### src/design/bfsa_pkg.sv
// ----------------------------------------------------------------------------
// bfsa_pkg
// shared types and constants for the best-fit segment allocator
// ----------------------------------------------------------------------------
package bfsa_pkg;

    localparam int SIZE_W           = 21;
    localparam int OWNER_W          = 16;
    localparam int INDEX_W          = 6;
    localparam int DEF_MAX_SEGMENTS = 64;

    localparam logic [SIZE_W-1:0] TOTAL_RESET = 21'h100000;

    typedef enum logic [1:0] {
        ST_GRANT      = 2'd0,
        ST_NO_FIT     = 2'd1,
        ST_TABLE_FULL = 2'd2
    } t_bfsa_status;

    typedef struct packed {
        logic [OWNER_W-1:0] owner_id;
        logic [SIZE_W-1:0]  request_size;
    } t_bfsa_req;

    typedef struct packed {
        t_bfsa_status       status;
        logic [INDEX_W-1:0] segment_index;
        logic [SIZE_W-1:0]  leftover_size;
    } t_bfsa_rsp;

    typedef struct packed {
        logic               occupied;
        logic [SIZE_W-1:0]  size;
        logic [OWNER_W-1:0] owner;
    } t_seg_entry;

    typedef enum logic [2:0] {
        S_INIT,
        S_IDLE,
        S_SCAN,
        S_SCAN_END,
        S_DECIDE,
        S_SHIFT,
        S_SHIFT_END,
        S_PLACE
    } t_bfsa_state;

    typedef struct packed {
        logic init;
        logic scan_start;
        logic scan_rd;
        logic decide;
        logic shift_rd;
        logic place;
        logic load_out;
    } t_bfsa_cmd;

    typedef struct packed {
        logic scan_last;
        logic shift_last;
        logic grant;
        logic out_busy;
        logic done_pending;
    } t_bfsa_sts;

endpackage

### src/design/bfsa_ctrl.sv
// ----------------------------------------------------------------------------
// bfsa_ctrl
// sequencer for table restart, best-fit scan, entry shift and insertion
// ----------------------------------------------------------------------------
module bfsa_ctrl (
    input  logic               i_clk,
    input  logic               i_rst_n,
    input  logic               i_req_valid,
    input  logic               i_cfg_wr_en,
    input  bfsa_pkg::t_bfsa_sts i_sts,
    output bfsa_pkg::t_bfsa_cmd o_cmd,
    output logic               o_req_stall
);
    import bfsa_pkg::*;

    t_bfsa_state r_state;
    t_bfsa_state n_state;

    always_ff @(posedge i_clk) begin
        if (!i_rst_n) begin
            r_state <= S_INIT;
        end else begin
            r_state <= n_state;
        end
    end

    always_comb begin
        n_state     = r_state;
        o_cmd       = '0;
        o_req_stall = 1'b1;
        unique case (r_state)
            S_INIT: begin
                o_cmd.init = 1'b1;
                if (!i_cfg_wr_en) begin
                    n_state = S_IDLE;
                end
            end
            S_IDLE: begin
                if (i_sts.done_pending) begin
                    // previous result still waiting for the output register
                    if (!i_sts.out_busy) begin
                        o_cmd.load_out = 1'b1;
                    end
                end else if (i_cfg_wr_en) begin
                    n_state = S_INIT;
                end else begin
                    o_req_stall = 1'b0;
                    if (i_req_valid) begin
                        o_cmd.scan_start = 1'b1;
                        n_state          = S_SCAN;
                    end
                end
            end
            S_SCAN: begin
                o_cmd.scan_rd = 1'b1;
                if (i_sts.scan_last) begin
                    n_state = S_SCAN_END;
                end
            end
            S_SCAN_END: begin
                n_state = S_DECIDE;
            end
            S_DECIDE: begin
                o_cmd.decide = 1'b1;
                n_state      = i_sts.grant ? S_SHIFT : S_IDLE;
            end
            S_SHIFT: begin
                o_cmd.shift_rd = 1'b1;
                if (i_sts.shift_last) begin
                    n_state = S_SHIFT_END;
                end
            end
            S_SHIFT_END: begin
                n_state = S_PLACE;
            end
            S_PLACE: begin
                o_cmd.place = 1'b1;
                n_state     = S_IDLE;
            end
            default: begin
                n_state = S_INIT;
            end
        endcase
    end

`ifndef SYNTH
    a_accept_only_idle: assert property (@(posedge i_clk) disable iff (!i_rst_n)
        o_cmd.scan_start |=> (r_state == S_SCAN))
        else $error("scan did not follow accept");
    a_shift_needs_grant: assert property (@(posedge i_clk) disable iff (!i_rst_n)
        (r_state == S_DECIDE) && !i_sts.grant |=> (r_state == S_IDLE))
        else $error("refused request entered shift");
    a_place_after_shift: assert property (@(posedge i_clk) disable iff (!i_rst_n)
        (r_state == S_PLACE) |-> ($past(r_state) == S_SHIFT_END))
        else $error("insert without shift");
`endif

endmodule

### src/design/bfsa_dp.sv
// ----------------------------------------------------------------------------
// bfsa_dp
// segment table memory, scan compare, shift pipeline and result register
// ----------------------------------------------------------------------------
module bfsa_dp #(
    parameter int MAX_SEGMENTS = bfsa_pkg::DEF_MAX_SEGMENTS
) (
    input  logic                          i_clk,
    input  logic                          i_rst_n,
    input  bfsa_pkg::t_bfsa_cmd           i_cmd,
    output bfsa_pkg::t_bfsa_sts           o_sts,
    input  bfsa_pkg::t_bfsa_req           i_req_word,
    input  logic                          i_cfg_wr_en,
    input  logic [bfsa_pkg::SIZE_W-1:0]   i_cfg_wr_data,
    output logic                          o_rsp_valid,
    input  logic                          i_rsp_stall,
    output bfsa_pkg::t_bfsa_rsp           o_rsp_word
);
    import bfsa_pkg::*;

    localparam int IW = (MAX_SEGMENTS > 1) ? $clog2(MAX_SEGMENTS) : 1;
    localparam int CW = $clog2(MAX_SEGMENTS + 1);

    t_seg_entry        r_mem [MAX_SEGMENTS];
    t_seg_entry        r_rd_data;
    t_seg_entry        n_wr_data;
    logic [IW-1:0]     n_wr_addr;
    logic              n_wr_en;

    logic [SIZE_W-1:0] r_total;
    logic [CW-1:0]     r_count;
    logic [SIZE_W-1:0] r_req;
    logic [OWNER_W-1:0] r_owner;
    logic [IW-1:0]     r_ptr;
    logic              r_cmp_vld;
    logic [IW-1:0]     r_cmp_idx;
    logic              r_found;
    logic [IW-1:0]     r_best;
    logic [SIZE_W-1:0] r_best_size;
    logic              r_wb_vld;
    logic              r_wb_last;
    logic [IW-1:0]     r_wb_idx;
    logic [SIZE_W-1:0] r_leftover;
    t_bfsa_status      r_status;
    logic              r_done;
    logic              r_rsp_vld;
    t_bfsa_rsp         r_rsp;

    logic              full;
    logic              cand;

    assign full = (r_count == CW'(MAX_SEGMENTS));
    assign cand = !r_rd_data.occupied && (r_rd_data.size >= r_req);

    assign o_sts.scan_last    = (r_ptr == IW'(r_count - CW'(1)));
    assign o_sts.shift_last   = (r_ptr == r_best);
    assign o_sts.grant        = r_found && !full;
    assign o_sts.out_busy     = r_rsp_vld && i_rsp_stall;
    assign o_sts.done_pending = r_done;

    // table memory
    always_comb begin
        n_wr_en   = i_cmd.init || i_cmd.place || r_wb_vld;
        n_wr_addr = r_wb_idx;
        n_wr_data = r_rd_data;
        if (i_cmd.init) begin
            n_wr_addr      = '0;
            n_wr_data      = '0;
            n_wr_data.size = r_total;
        end else if (i_cmd.place) begin
            n_wr_addr          = r_best;
            n_wr_data.occupied = 1'b1;
            n_wr_data.size     = r_req;
            n_wr_data.owner    = r_owner;
        end else if (r_wb_last) begin
            n_wr_data.size = r_leftover;
        end
    end

    always_ff @(posedge i_clk) begin
        if (n_wr_en) begin
            r_mem[n_wr_addr] <= n_wr_data;
        end
    end

    always_ff @(posedge i_clk) begin
        if (i_cmd.scan_rd || i_cmd.shift_rd) begin
            r_rd_data <= r_mem[r_ptr];
        end
    end

    // control registers
    always_ff @(posedge i_clk) begin
        if (!i_rst_n) begin
            r_total   <= TOTAL_RESET;
            r_count   <= CW'(1);
            r_found   <= 1'b0;
            r_cmp_vld <= 1'b0;
            r_wb_vld  <= 1'b0;
            r_wb_last <= 1'b0;
            r_done    <= 1'b0;
            r_rsp_vld <= 1'b0;
        end else begin
            if (i_cfg_wr_en) begin
                r_total <= i_cfg_wr_data;
            end
            r_cmp_vld <= i_cmd.scan_rd;
            r_wb_vld  <= i_cmd.shift_rd;
            r_wb_last <= i_cmd.shift_rd && o_sts.shift_last;
            if (i_cmd.init) begin
                r_count <= CW'(1);
                r_found <= 1'b0;
            end else if (i_cmd.place) begin
                r_count <= r_count + CW'(1);
            end
            if (i_cmd.scan_start) begin
                r_found <= 1'b0;
            end else if (r_cmp_vld && cand &&
                         (!r_found || (r_rd_data.size < r_best_size))) begin
                r_found <= 1'b1;
            end
            if (i_cmd.decide && !o_sts.grant) begin
                r_done <= 1'b1;
            end else if (i_cmd.place) begin
                r_done <= 1'b1;
            end else if (i_cmd.load_out) begin
                r_done <= 1'b0;
            end
            if (i_cmd.load_out) begin
                r_rsp_vld <= 1'b1;
            end else if (r_rsp_vld && !i_rsp_stall) begin
                r_rsp_vld <= 1'b0;
            end
        end
    end

    // payload registers
    always_ff @(posedge i_clk) begin
        if (i_cmd.scan_start) begin
            r_req   <= i_req_word.request_size;
            r_owner <= i_req_word.owner_id;
            r_ptr   <= '0;
        end else if (i_cmd.scan_rd) begin
            r_ptr <= r_ptr + IW'(1);
        end else if (i_cmd.decide) begin
            r_ptr <= IW'(r_count - CW'(1));
        end else if (i_cmd.shift_rd) begin
            r_ptr <= r_ptr - IW'(1);
        end
        r_cmp_idx <= r_ptr;
        r_wb_idx  <= r_ptr + IW'(1);
        if (r_cmp_vld && cand && (!r_found || (r_rd_data.size < r_best_size))) begin
            r_best      <= r_cmp_idx;
            r_best_size <= r_rd_data.size;
        end
        if (i_cmd.decide) begin
            r_leftover <= r_best_size - r_req;
            if (!r_found) begin
                r_status <= ST_NO_FIT;
            end else if (full) begin
                r_status <= ST_TABLE_FULL;
            end else begin
                r_status <= ST_GRANT;
            end
        end
        if (i_cmd.load_out) begin
            r_rsp.status <= r_status;
            if (r_status == ST_GRANT) begin
                r_rsp.segment_index <= INDEX_W'(r_best);
                r_rsp.leftover_size <= r_leftover;
            end else begin
                r_rsp.segment_index <= '0;
                r_rsp.leftover_size <= '0;
            end
        end
    end

    assign o_rsp_valid = r_rsp_vld;
    assign o_rsp_word  = r_rsp;

`ifndef SYNTH
    a_count_range: assert property (@(posedge i_clk) disable iff (!i_rst_n)
        (r_count != '0) && (r_count <= CW'(MAX_SEGMENTS)))
        else $error("segment count out of range");
    a_best_in_table: assert property (@(posedge i_clk) disable iff (!i_rst_n)
        r_found |-> ({1'b0, r_best} < {1'b0, r_count}))
        else $error("best fit beyond table end");
    a_place_no_wb: assert property (@(posedge i_clk) disable iff (!i_rst_n)
        i_cmd.place |-> !r_wb_vld)
        else $error("write port collision on insert");
    a_load_when_free: assert property (@(posedge i_clk) disable iff (!i_rst_n)
        i_cmd.load_out |-> !(r_rsp_vld && i_rsp_stall))
        else $error("result register overwritten");
`endif

endmodule

### src/design/best_fit_segment_allocator_unit.sv
// ----------------------------------------------------------------------------
// best_fit_segment_allocator_unit
// best-fit allocator over an address-ordered segment table
//
// channel  dir  valid        stall        word
// request  in   i_req_valid  o_req_stall  i_req_word    (owner_id, request_size)
// result   out  o_rsp_valid  i_rsp_stall  o_rsp_word    (status, segment_index,
//                                                        leftover_size)
// config   in   i_cfg_wr_en  -            i_cfg_wr_data (total_memory)
//
// a request scans every table entry; a granted one then moves the entries
// from the best fit upward one slot up and writes itself in; the table
// memory scans one entry a cycle, then moves one entry a cycle to open a slot
// reset, and a config write taken while idle with no result pending,
// rewrite entry 0 as a free segment of total_memory; requests wait meanwhile
// a finished result waits until the output register is free, then moves in;
// the next word is taken as soon as the previous result has moved into that register
// ----------------------------------------------------------------------------
module best_fit_segment_allocator_unit #(
    parameter int MAX_SEGMENTS = bfsa_pkg::DEF_MAX_SEGMENTS
) (
    input  logic                        i_clk,
    input  logic                        i_rst_n,
    input  logic                        i_req_valid,
    output logic                        o_req_stall,
    input  bfsa_pkg::t_bfsa_req         i_req_word,
    output logic                        o_rsp_valid,
    input  logic                        i_rsp_stall,
    output bfsa_pkg::t_bfsa_rsp         o_rsp_word,
    input  logic                        i_cfg_wr_en,
    input  logic [bfsa_pkg::SIZE_W-1:0] i_cfg_wr_data
);
    import bfsa_pkg::*;

    t_bfsa_cmd cmd;
    t_bfsa_sts sts;

    bfsa_ctrl u_ctrl (
        .i_clk       (i_clk),
        .i_rst_n     (i_rst_n),
        .i_req_valid (i_req_valid),
        .i_cfg_wr_en (i_cfg_wr_en),
        .i_sts       (sts),
        .o_cmd       (cmd),
        .o_req_stall (o_req_stall)
    );

    bfsa_dp #(
        .MAX_SEGMENTS (MAX_SEGMENTS)
    ) u_dp (
        .i_clk         (i_clk),
        .i_rst_n       (i_rst_n),
        .i_cmd         (cmd),
        .o_sts         (sts),
        .i_req_word    (i_req_word),
        .i_cfg_wr_en   (i_cfg_wr_en),
        .i_cfg_wr_data (i_cfg_wr_data),
        .o_rsp_valid   (o_rsp_valid),
        .i_rsp_stall   (i_rsp_stall),
        .o_rsp_word    (o_rsp_word)
    );

endmodule
### config.mk
export PLATFORM = sky130hd
export DESIGN_NAME = best_fit_segment_allocator_unit
export DESIGN_NICKNAME = d
export VERILOG_FILES = /design/src/design/bfsa_pkg.sv /design/src/design/bfsa_ctrl.sv /design/src/design/bfsa_dp.sv /design/src/design/best_fit_segment_allocator_unit.sv
export SDC_FILE = /design/constraint.sdc
export NUM_CORES = 2
export LEC_CHECK = 0
export ABC_CLOCK_PERIOD_IN_PS = 6500
export BUFFER_PORTS_ARGS = -buffer_cell sky130_fd_sc_hd__buf_2
export CORE_ASPECT_RATIO = 1.25
export CORE_MARGIN = 1.5
export CORE_UTILIZATION = 30
export CTS_BUF_LIST = sky130_fd_sc_hd__clkbuf_8
export CTS_CLUSTER_SIZE = 8
export DETAILED_ROUTE_END_ITERATION = 10
export GPL_TIMING_DRIVEN = 0
export HOLD_SLACK_MARGIN = 0.08
export PLACE_DENSITY_LB_ADDON = 0.08
export RECOVER_POWER = 50
export REMOVE_ABC_BUFFERS = 1
export SETUP_SLACK_MARGIN = 0.1
export SYNTH_ARGS = -nofsm -noshare
export SYNTH_HDL_FRONTEND = slang
export SYNTH_SLANG_ARGS = --single-unit
export TNS_END_PERCENT = 5
### constraint.sdc
create_clock -name i_clk -period 6.5 [get_ports i_clk]
set_input_delay 0 -clock i_clk [delete_from_list [all_inputs] [get_ports i_clk]]
set_output_delay 0 -clock i_clk [all_outputs]
set_load 0.02 [all_outputs]
==> impl_summary.md <==
Place
Port buffering added 77 buffers. The final weighted congestion in routability-driven placement is 0.816. The worst slack after detailed placement is 2.01 ns.

Detailed placement ended at an HPWL of 117 mm.

Floorplanning
The row count is 187. The initial core utilization is 30.2%. The count of pins on the block boundary is 94. The placeable core region is 0.208 sq mm. In this run the vertical extent of the chip is 514 um. The x dimension of the die is 412 um. The full die area is 0.212 sq mm.

CTS
The total setup buffers inserted after CTS is 0. The register clock-pin slew on the reported worst setup and hold paths is 0.06 ns. The longest clock path from root to sink contains 4 buffers.

The clock latency at the later pin of the worst-skew pair is 0.99 ns. The H-tree generated during clock tree synthesis spans 5 levels. The CTS tree is yes. The number of gates resized after CTS was 0.

The total clock sinks is 1,585. The buffer cell driving the clock tree root is sky130_fd_sc_hd__clkbuf_8. The total clock buffers created by CTS is 279.

STA
The final setup violation count is 0. Across all setup checks in the final design, the least slack found is 1.14 ns. Setup repair after global routing left no endpoint under its margin. The final-layout setup total negative slack is 0 ns. Timing would allow up to 0.187 GHz. The total count of hold-check failures in the final report is 0. The total count of max-transition violations in the final report is 1,195. The relative max-transition margin is -177%.

The actual transition at the worst max-transition pin is 4.11 ns. The post-route fraction of the period consumed by the critical path is 82.4%. The final critical delay including setup and external delays is 5.36 ns. For the final database, setup skew stands at 0.0586 ns. On the final layout, the worst hold slack is 0.208 ns.

Cells and area
The net count of the finished layout is 3,604. In the layout the commonest cells are 1,530 x sky130_fd_sc_hd__edfxtp_1, 438 x sky130_fd_sc_hd__mux4_2, 289 x sky130_fd_sc_hd__clkbuf_8. The most frequent standard cell in the layout excluding fill and tap cells is sky130_fd_sc_hd__edfxtp_1.

Cells with a size suffix above 1 make up 26.8% of the layout. From synthesis to final layout, the design area changed by 19.2%.

Outcome
The checks that failed: capacitance limit, slew limit. The run finished, with violations left.

Critical path
The signal on the critical path passes through and3_1, a21oi_1, o21ai_1. The number of buffers and inverters on the critical path is 0. The critical path crosses 3 cells after its start point. For the worst setup path, the data required time is 6.83 ns.

The largest individual stage delay along the critical path comes from the cell sky130_fd_sc_hd__o21ai_1. The type of element capturing the critical path is a flip-flop. In this design, the stage delay of the slowest critical-path cell is 2.13 ns. The count of cells along the worst register-to-register path is 3.

In this run the critical register-to-register path is launched from u_ctrl.r_state[2]. The worst setup path is launched from a flip-flop. The endpoint identified for the worst register-to-register timing path is u_dp.r_mem[54][24]. The critical path in this run is classified as flip-flop to flip-flop. The kind of cell with the highest combined delay along the critical path is compound AO/OA/AOI/OAI gates. The maximum net fanout on the critical path is 49. Data arrives at the worst endpoint at 5.69 ns. The setup check on the worst reg-to-reg path leaves a slack of 1.14 ns.

Synth
The area fraction in compound gates after synthesis is 2.08%. For this run, the register share of the synthesized area comes to 74.9%. The average instance in the mapped netlist occupies 21.0 sq um. For this run, the number of Yosys warnings is 0. In this run the cell area of the synthesized design comes to 0.0628 sq mm. The count of unique library cells instantiated by Yosys is 56. By area, the combinational part of the netlist is dominated by multiplexers. The portion of synthesized area spent on multiplexers is 16.8%. For this run, the leading register cell type out of synthesis is sky130_fd_sc_hd__edfxtp_1. The total of flip-flops plus latches after synthesis is 1,585. The synthesized netlist devotes 1.35% of its cell area to adder and majority cells. The number of instances in the synthesized netlist is 2,994. The simple-gate share of the synthesized area is 2.90%. In the synthesized netlist the async set-or-reset flop fraction comes to 0%. In this run, synthesis inferred 1,530 flip-flops with an integrated enable.

The XOR/XNOR share of the synthesized area is 0.628%.

Drt
After detailed routing, the total wire length is 182 mm. The routed via count divided by cell count is 4.96. The total number of vias is 31,600. The detailed router's first-iteration violation count is 2,614.

The final routed wire length divided by cell count is 28.5 um. For this run, design rule violations remaining after detail routing come to 0. The detail route stage leaves a number of antenna-violating nets equal to 0.

The pre-antenna-repair detailed-routing pass consisted of 7 iterations.

Global route
The total overflow left after global routing is 0. The combined global-route utilization of all metal layers is 17.2%. The first global-routing pass estimated 256 mm of wire. The initial antenna violation count is 8. The largest net degree at the start of global routing is 50. The via count of the first global-routing pass was 34,100.

Min path
The endpoint of the worst hold-timing path is u_ctrl.r_state[0]. The kind of path behind the tightest hold check is input pin to flip-flop. The worst hold path passes through 4 cells. The worst hold path startpoint is i_rst_n.

Run
Across the run, the number of max-cap violations was 37.

Power
VDD sags by at most 0.206 mV. In this run the power density over the cells is 363 mW/mm^2. The leakage power summed over all cells is 23.8 nW.
Yosys cell counts, drive strengths merged (9+ instances only):
cell / number / area share (%)
edfxtp: 1530 / 73
mux4: 438 / 16
nor2: 136 / 0.81
nand2: 97 / 0.58
clkbuf: 74 / 0.44
buf: 71 / 0.59
ha: 66 / 1.3
a21oi: 60 / 0.48
mux2i: 58 / 0.92
o21ai: 58 / 0.46
dfxtp: 55 / 1.8
inv: 52 / 0.31
and2: 37 / 0.37
a22oi: 31 / 0.37
nor2b: 30 / 0.30
xnor2: 26 / 0.36
nand3: 24 / 0.19
xor2: 19 / 0.27
nor3: 14 / 0.11
a211oi: 9 / 0.11
nand4: 9 / 0.090
sequential cells by signal, indices dropped and copies added (netlist names), 2 cells and up:
register,cells
u_dp.r_wb_idx,6
u_dp.r_leftover,21
u_dp.r_best,6
u_dp.r_rd_data,22
u_dp.o_rsp_word,29
u_dp.r_status,2
u_dp.r_cmp_idx,6
u_dp.r_count,7
u_dp.r_mem,1408
u_dp.r_best_size,21
u_dp.r_total,21
u_dp.r_ptr,6
u_dp.r_req,21
u_ctrl.r_state,3
worst reg2reg max path, stage by stage, from the launching register on:
cell                      delay [ns]
sky130_fd_sc_hd__dfxtp_1        0.74
sky130_fd_sc_hd__and3_1         1.54
sky130_fd_sc_hd__a21oi_1        0.24
sky130_fd_sc_hd__o21ai_1        2.13
metal layers:
layer  share of wire, %  up-vias  global-route usage, %
li1                   -    13400                      -
met1                 42    17100                   22.3
met2                 50      904                   29.3
met3                4.4      290                   2.93
met4                2.9        0                   5.37
met5                  0        -                      0
through the flow:
| step | util, % | std cells | area [sq um] | power, W |
|---|---|---|---|---|
| finish | 36.0 | 6383 | 74900 | 0.0272 |
| detailed placement | 33.5 | 5798 | 69700 | 0.0196 |
| CTS | 36.4 | 6378 | 75600 | 0.0278 |
| floorplan | - | 2849 | 62100 | 0.0172 |
| global route | 36.0 | 6379 | 74900 | 0.0284 |
| global placement | 31.7 | 5666 | 65900 | 0.0188 |
report_power, final:
group | internal [W] | leakage [nW] | switching (W)
logic | 0.00318 | 6.66 | 0.00395
clock network | 0.00406 | 2.72 | 0.00391
registers | 0.0118 | 14.4 | 0.000294
total | 0.0191 | 23.8 | 0.00815
how the worst max path moves through the flow:
stage,from,endpoint,slack [ns]
4_1_cts,u_ctrl.r_state[2],u_dp.r_mem[49][33],1.99
5_1_grt,u_ctrl.r_state[2],u_dp.r_mem[57][20],0.92
2_1_floorplan,u_dp.r_ptr[0],u_dp.r_ptr[4],-10.20
3_3_place_gp,u_dp.r_ptr[0],u_dp.r_ptr[3],-19.25
6_report,u_ctrl.r_state[2],u_dp.r_mem[54][24],1.14
3_5_place_dp,u_ctrl.r_state[2],u_dp.r_mem[49][18],2.01
cells by family after synthesis:
| kind of cell | Yosys count |
|---|---|
| and+or+nand+nor | 388 |
| buffers and inverters | 197 |
| AOI/OAI and AO/OA | 209 |
| adders and majority gates | 67 |
| muxes | 503 |
| DFF | 1585 |
| xor gates and xnor gates | 45 |
area by class of cell:
class,instances,area [sq um]
fillers,19200,133000
flip-flops and latches,1585,47000
multi-input cells,1212,15400
repair buffers,344,4150
clock buffers,289,3980
well taps,2740,3430
clock inverters,156,613
inverters,52,195
diodes,5,12.5
timing repair:
action / in CTS / in global routing
hold endpoints to repair: 114 / 0
setup endpoints to repair: 0 / 0
hold buffers: 135 / 0
No activity file was read; power rests on OpenSTA's default activity.
